<file path="src/hdl/ndsw_pkg.sv">
// Shared types and constants for the normal/depth similarity weight pipeline.
package ndsw_pkg;

  // Configuration register indexes
  localparam logic REG_NORMAL_TOL = 1'b0;
  localparam logic REG_DEPTH_TOL  = 1'b1;

  // Reset values of the tolerances
  localparam logic [15:0] NORMAL_TOL_RESET = 16'd2458;
  localparam logic [31:0] DEPTH_TOL_RESET  = 32'd65536;

  // Square root pipeline: 33-bit radicand, 17-bit root, one root bit per stage
  localparam int SQRT_W     = 33;
  localparam int ROOT_W     = 17;
  localparam int SQ_W       = 35;

  // Quotient widths of the two ratio dividers
  localparam int NQ_W = 32;
  localparam int DQ_W = 16;

  localparam logic [ROOT_W-1:0] SIM_MAX = 17'd32768;

  // Sideband that rides along the square root pipelines
  typedef struct packed {
    logic            cut;
    logic [DQ_W-1:0] qd;
  } side_t;

endpackage

</file>
<file path="src/hdl/ndsw_isqrt_pipe.sv">
// Pipelined floor square root, one root bit resolved per register stage.
module ndsw_isqrt_pipe
  import ndsw_pkg::*;
(
  input  logic              clk,
  input  logic              rst,
  input  logic              en,
  input  logic              in_valid,
  input  logic [SQRT_W-1:0] in_value,
  input  side_t             in_side,
  output logic              out_valid,
  output logic [ROOT_W-1:0] out_root,
  output side_t             out_side
);

  logic              vld  [0:ROOT_W];
  logic [SQRT_W-1:0] val  [0:ROOT_W];
  logic [ROOT_W-1:0] root [0:ROOT_W];
  logic [SQ_W-1:0]   rsq  [0:ROOT_W];
  side_t             side [0:ROOT_W];

  assign vld[0]  = in_valid;
  assign val[0]  = in_value;
  assign root[0] = '0;
  assign rsq[0]  = '0;
  assign side[0] = in_side;

  // Stage k tries root bit ROOT_W-1-k; the square of the trial is kept incrementally
  for (genvar k = 0; k < ROOT_W; k++) begin : g_step
    localparam int B = ROOT_W - 1 - k;
    logic [SQ_W-1:0] trial_sq;

    assign trial_sq = rsq[k] + (SQ_W'(root[k]) << (B + 1)) + (SQ_W'(1) << (2 * B));

    always_ff @(posedge clk) begin
      if (rst) begin
        vld[k+1] <= 1'b0;
      end else if (en) begin
        vld[k+1] <= vld[k];
      end
    end

    always_ff @(posedge clk) begin
      if (en) begin
        val[k+1]  <= val[k];
        side[k+1] <= side[k];
        if (trial_sq <= SQ_W'(val[k])) begin
          root[k+1] <= root[k] | (ROOT_W'(1) << B);
          rsq[k+1]  <= trial_sq;
        end else begin
          root[k+1] <= root[k];
          rsq[k+1]  <= rsq[k];
        end
      end
    end
  end

  assign out_valid = vld[ROOT_W];
  assign out_root  = root[ROOT_W];
  assign out_side  = side[ROOT_W];

endmodule

</file>
<file path="config.mk">
export PLATFORM = sky130hd
export DESIGN_NAME = ndsw_isqrt_pipe
export DESIGN_NICKNAME = d
export VERILOG_FILES = /design/src/hdl/ndsw_pkg.sv /design/src/hdl/ndsw_isqrt_pipe.sv
export SDC_FILE = /design/constraint.sdc
export NUM_CORES = 2
export LEC_CHECK = 0
export BUFFER_PORTS_ARGS = -buffer_cell sky130_fd_sc_hd__clkbuf_2
export CORE_AREA = 2 2 325 327
export CTS_CLUSTER_DIAMETER = 60
export CTS_CLUSTER_SIZE = 40
export DETAILED_ROUTE_END_ITERATION = 6
export DIE_AREA = 0 0 327 329
export PLACE_DENSITY = 0.76
export SETUP_SLACK_MARGIN = 0.1
export SLEW_MARGIN = 25
export SYNTH_ARGS = -nofsm -noshare
export SYNTH_HDL_FRONTEND = slang
export SYNTH_SLANG_ARGS = --single-unit
</file>
<file path="constraint.sdc">
create_clock -name clk -period 10.25 [get_ports clk]
set_clock_uncertainty 0.2 [all_clocks]
set_input_delay 1.5375 -clock clk [delete_from_list [all_inputs] [get_ports clk]]
set_output_delay 1.5375 -clock clk [all_outputs]
set_load 0.005 [all_outputs]
</file>
==> out/metrics.yaml <==
status: "completed"
start_kind: "flip-flop"
synth_top_area_share: 0.6560
synth.area.top_cells: "edfxtp_1 (66%), ha_1 (8.6%), xnor2_1 (3.0%)"
grt_first_pass_wirelength_um: 163500
min_from: "side[30]$_DFFE_PP_"
viasPerCell: 5.582
hold_path_depth: 0
setup_viol: 0
power-per-cell-area_nw_per_um2: 196.2
combPwrFrac: 0.157
hpwl_um: 74160
cp_max_fo: 16
cts_root_buf: "clkbuf_16"
slowest_delay_ns: 0.62
whs_endpoint: "out_side[13]$_DFFE_PP_"
yosys_warnings: 0
worstHoldPathType: "flip-flop to flip-flop"
synthCells: 3903
drive_above_1_share: 0.09978
drt-initial-drc-count: 1930
cp-end-kind: "flip-flop"
grt-ovfl-total: 0
crit_type: "flip-flop to flip-flop"
syn_area_um2: 56710
synth_flop_cell: "edfxtp_1"
h-tree-depth: 3
diodes: 0
antenna_found_initial: 0
ir_worst_vdd_uv: 138.4
synth-seq-area-share: 0.6620
grt_pass1_vias: 31400
start_util: 0.5434
dieArea_um2: 107600
synth_edf_count: 1239
p_int_uw: 8861
grt_max_degree: 211
cp_top_family: "compound AO/OA/AOI/OAI gates"
slew_violations: 0
drtPass1Iterations: 7
yosys.cell_types.count: 97
crit_path_top_delay_cell: "o41ai_1"
wl_per_cell_um: 18.83
switching_share: 0.2720
p_seq_frac: 0.521
layout.area.seq_um2: 37550
maxCapViolCount: 0
multi_input_area_um2: 17500
cts_tree: "yes"
grt_use_total: 0.1932
rows: 119
rrSetupSlack_ns: 3.73
clock_path_buffers: 3
worst_pin_slew_ns: 1.174
finalCritPeriodShare: 0.6361
rr_endpoint: "rsq[94]$_DFFE_PP_"
holdBufCountCts: 0
synth_common_cells: "edfxtp_1 (1239), ha_1 (390), inv_1 (326)"
r2r_cells: 18
timing.fmax_mhz: 153.4
hold_violations: 0
fill_cells: 7720
cp_cell_sequence: "ha_1 > a2111oi_0 > o21ai_1 > and3_1 > o41ai_1 > a21oi_1 > and3_1 > nand2_1 > xnor2_1 > ha_1 > nand4_1 > or4_1 > a221oi_1 > a2111oi_0 > or2_2 > nand2_1 > inv_2 > a211o_1"
p_sw_uw: 3311
worst-path-buf-inv: 1
maxSlewHeadroom: 0.2173
rsz0062_at_grt: "false"
leakage_uw: 0.02372
clkSinkCount: 1256
clkTransAtPathRegs_ns: 0.11
cts_buffers: 87
post_cts_resized: 0
ioPinCount: 89
clkLatencyLatePin_ns: 0.70
worst-endpoint-required_ns: 10.46
yosys.area.top_type: "edfxtp_1"
io_buffer_count: 88
die_x_um: 327
final.setup.tns_ns: 0
r2r-start: "root[61]$_DFFE_PP_"
drc: 0
synth.most_common_cell: "edfxtp_1"
clkPwrFrac: 0.321
postLayoutCoreUtil: 0.5944
drt_wl_total_um: 103400
ys_ff_latch: 1256
design.core.area_um2: 104400
post-cts-setup-buffers: 0
cp.arrival_ns: 6.73
die_y_um: 329
place_congestion: 0.9313
via_count: 30650
min_period_ns: 6.520
synthToLayoutAreaGrowth_pct: 9.396
synthArstFlopShare: 0
fin_nets: 4468
postSynthAreaPerCell_um2: 14.53
drtAntennaViolNets: 0
[registers in the layout, indices dropped and copies added (netlist names)]
register,flops
root,135
out_side,17
out_root,17
out_valid,1
vld,16
val,528
side,272
rsq,270
[worst max path at each step]
stage                                 from                end  slack [ns]  depth (start not counted)
floorplan           root[36]$_SDFFCE_PP1P_  rsq[57]$_DFFE_PP_        5.03                         19
detailed placement  root[54]$_SDFFCE_PP1P_  rsq[94]$_DFFE_PP_        3.73                         19
global placement    root[54]$_SDFFCE_PP1P_  rsq[94]$_DFFE_PP_        3.76                         19
finish                  root[61]$_DFFE_PP_  rsq[94]$_DFFE_PP_        3.73                         18
global route            root[61]$_DFFE_PP_  rsq[94]$_DFFE_PP_        3.18                         18
CTS                     root[61]$_DFFE_PP_  rsq[94]$_DFFE_PP_        3.68                         18
[metrics by stage]
step	power (uW)	hold slack [ns]	instance area [um^2]	std cells	setup WS [ns]
floorplan	7723	0.2003	56720	3904	5.028
global placement	8276	0.2001	58670	5325	3.758
detailed placement	8347	0.2045	58670	5325	3.726
CTS	12260	0.1972	62000	5489	3.677
global route	12690	0.2030	62040	5490	3.185
finish	12170	0.1969	62040	5490	3.730
[final cells by class]
| class | instances | area share |
|---|---|---|
| Clock buffer | 90 | 0.03596 |
| Clock inverter | 74 | 0.01777 |
| Inverter | 328 | 0.01984 |
| Multi-Input combinational cell | 2243 | 0.2821 |
| Sequential cell | 1256 | 0.6052 |
| Tap cell | 1391 | 0.02805 |
| Timing Repair Buffer | 108 | 0.01107 |
[layout by cell type (no fill, tap or decap), types with 74 or more instances in the layout]
cell type | netlist | layout
nand4_1 | 74 | 74
nand3_1 | 81 | 81
clkbuf_2 | 0 | 87
ha_1 | 390 | 390
xor2_1 | 115 | 115
edfxtp_1 | 1239 | 1239
a21o_1 | 93 | 93
inv_1 | 326 | 326
xnor2_1 | 194 | 194
mux2_2 | 100 | 100
o21ai_0 | 86 | 86
a21oi_1 | 162 | 162
nor2_1 | 167 | 167
clkbuf_16 | 0 | 89
nand2_1 | 130 | 130
[power by group through the flow]
stage               logic [uW]  clock network (uW)  registers (uW)
floorplan                 1380                   0            6340
global placement          1840                   0            6440
detailed placement        1890                   0            6450
CTS                       1920                4000            6340
global route              2140                4160            6390
finish                    1910                3910            6340
[cells by family after synthesis]
logic type / Yosys count / share of synthesized area
buf+inv: 405 / 0.02961
mux: 126 / 0.02458
flops: 1256 / 0.6620
xor+xnor: 309 / 0.04772
other cells: 1 / 0.00006612
compound gates: 613 / 0.07338
simple gates: 803 / 0.07658
fa+ha+maj: 390 / 0.08604
[per-layer routing]
layer,track usage,part of all wire
met5,0,0
met4,0.1150,0.063
met1,0.1991,0.37
met3,0.02210,0.025
met2,0.3739,0.54
[worst reg2reg max path, cell delays in order (launching register included)]
cell and delay (ns):
edfxtp_1 0.42, ha_1 0.39, a2111oi_0 0.43, o21ai_1 0.23, and3_1 0.24, o41ai_1 0.62, a21oi_1 0.23, and3_1 0.34
nand2_1 0.11, xnor2_1 0.07, ha_1 0.32, nand4_1 0.14, or4_1 0.60, a221oi_1 0.40, a2111oi_0 0.15, or2_2 0.44
nand2_1 0.32, inv_2 0.25, a211o_1 0.36
No activity file was read; power rests on OpenSTA's default activity.
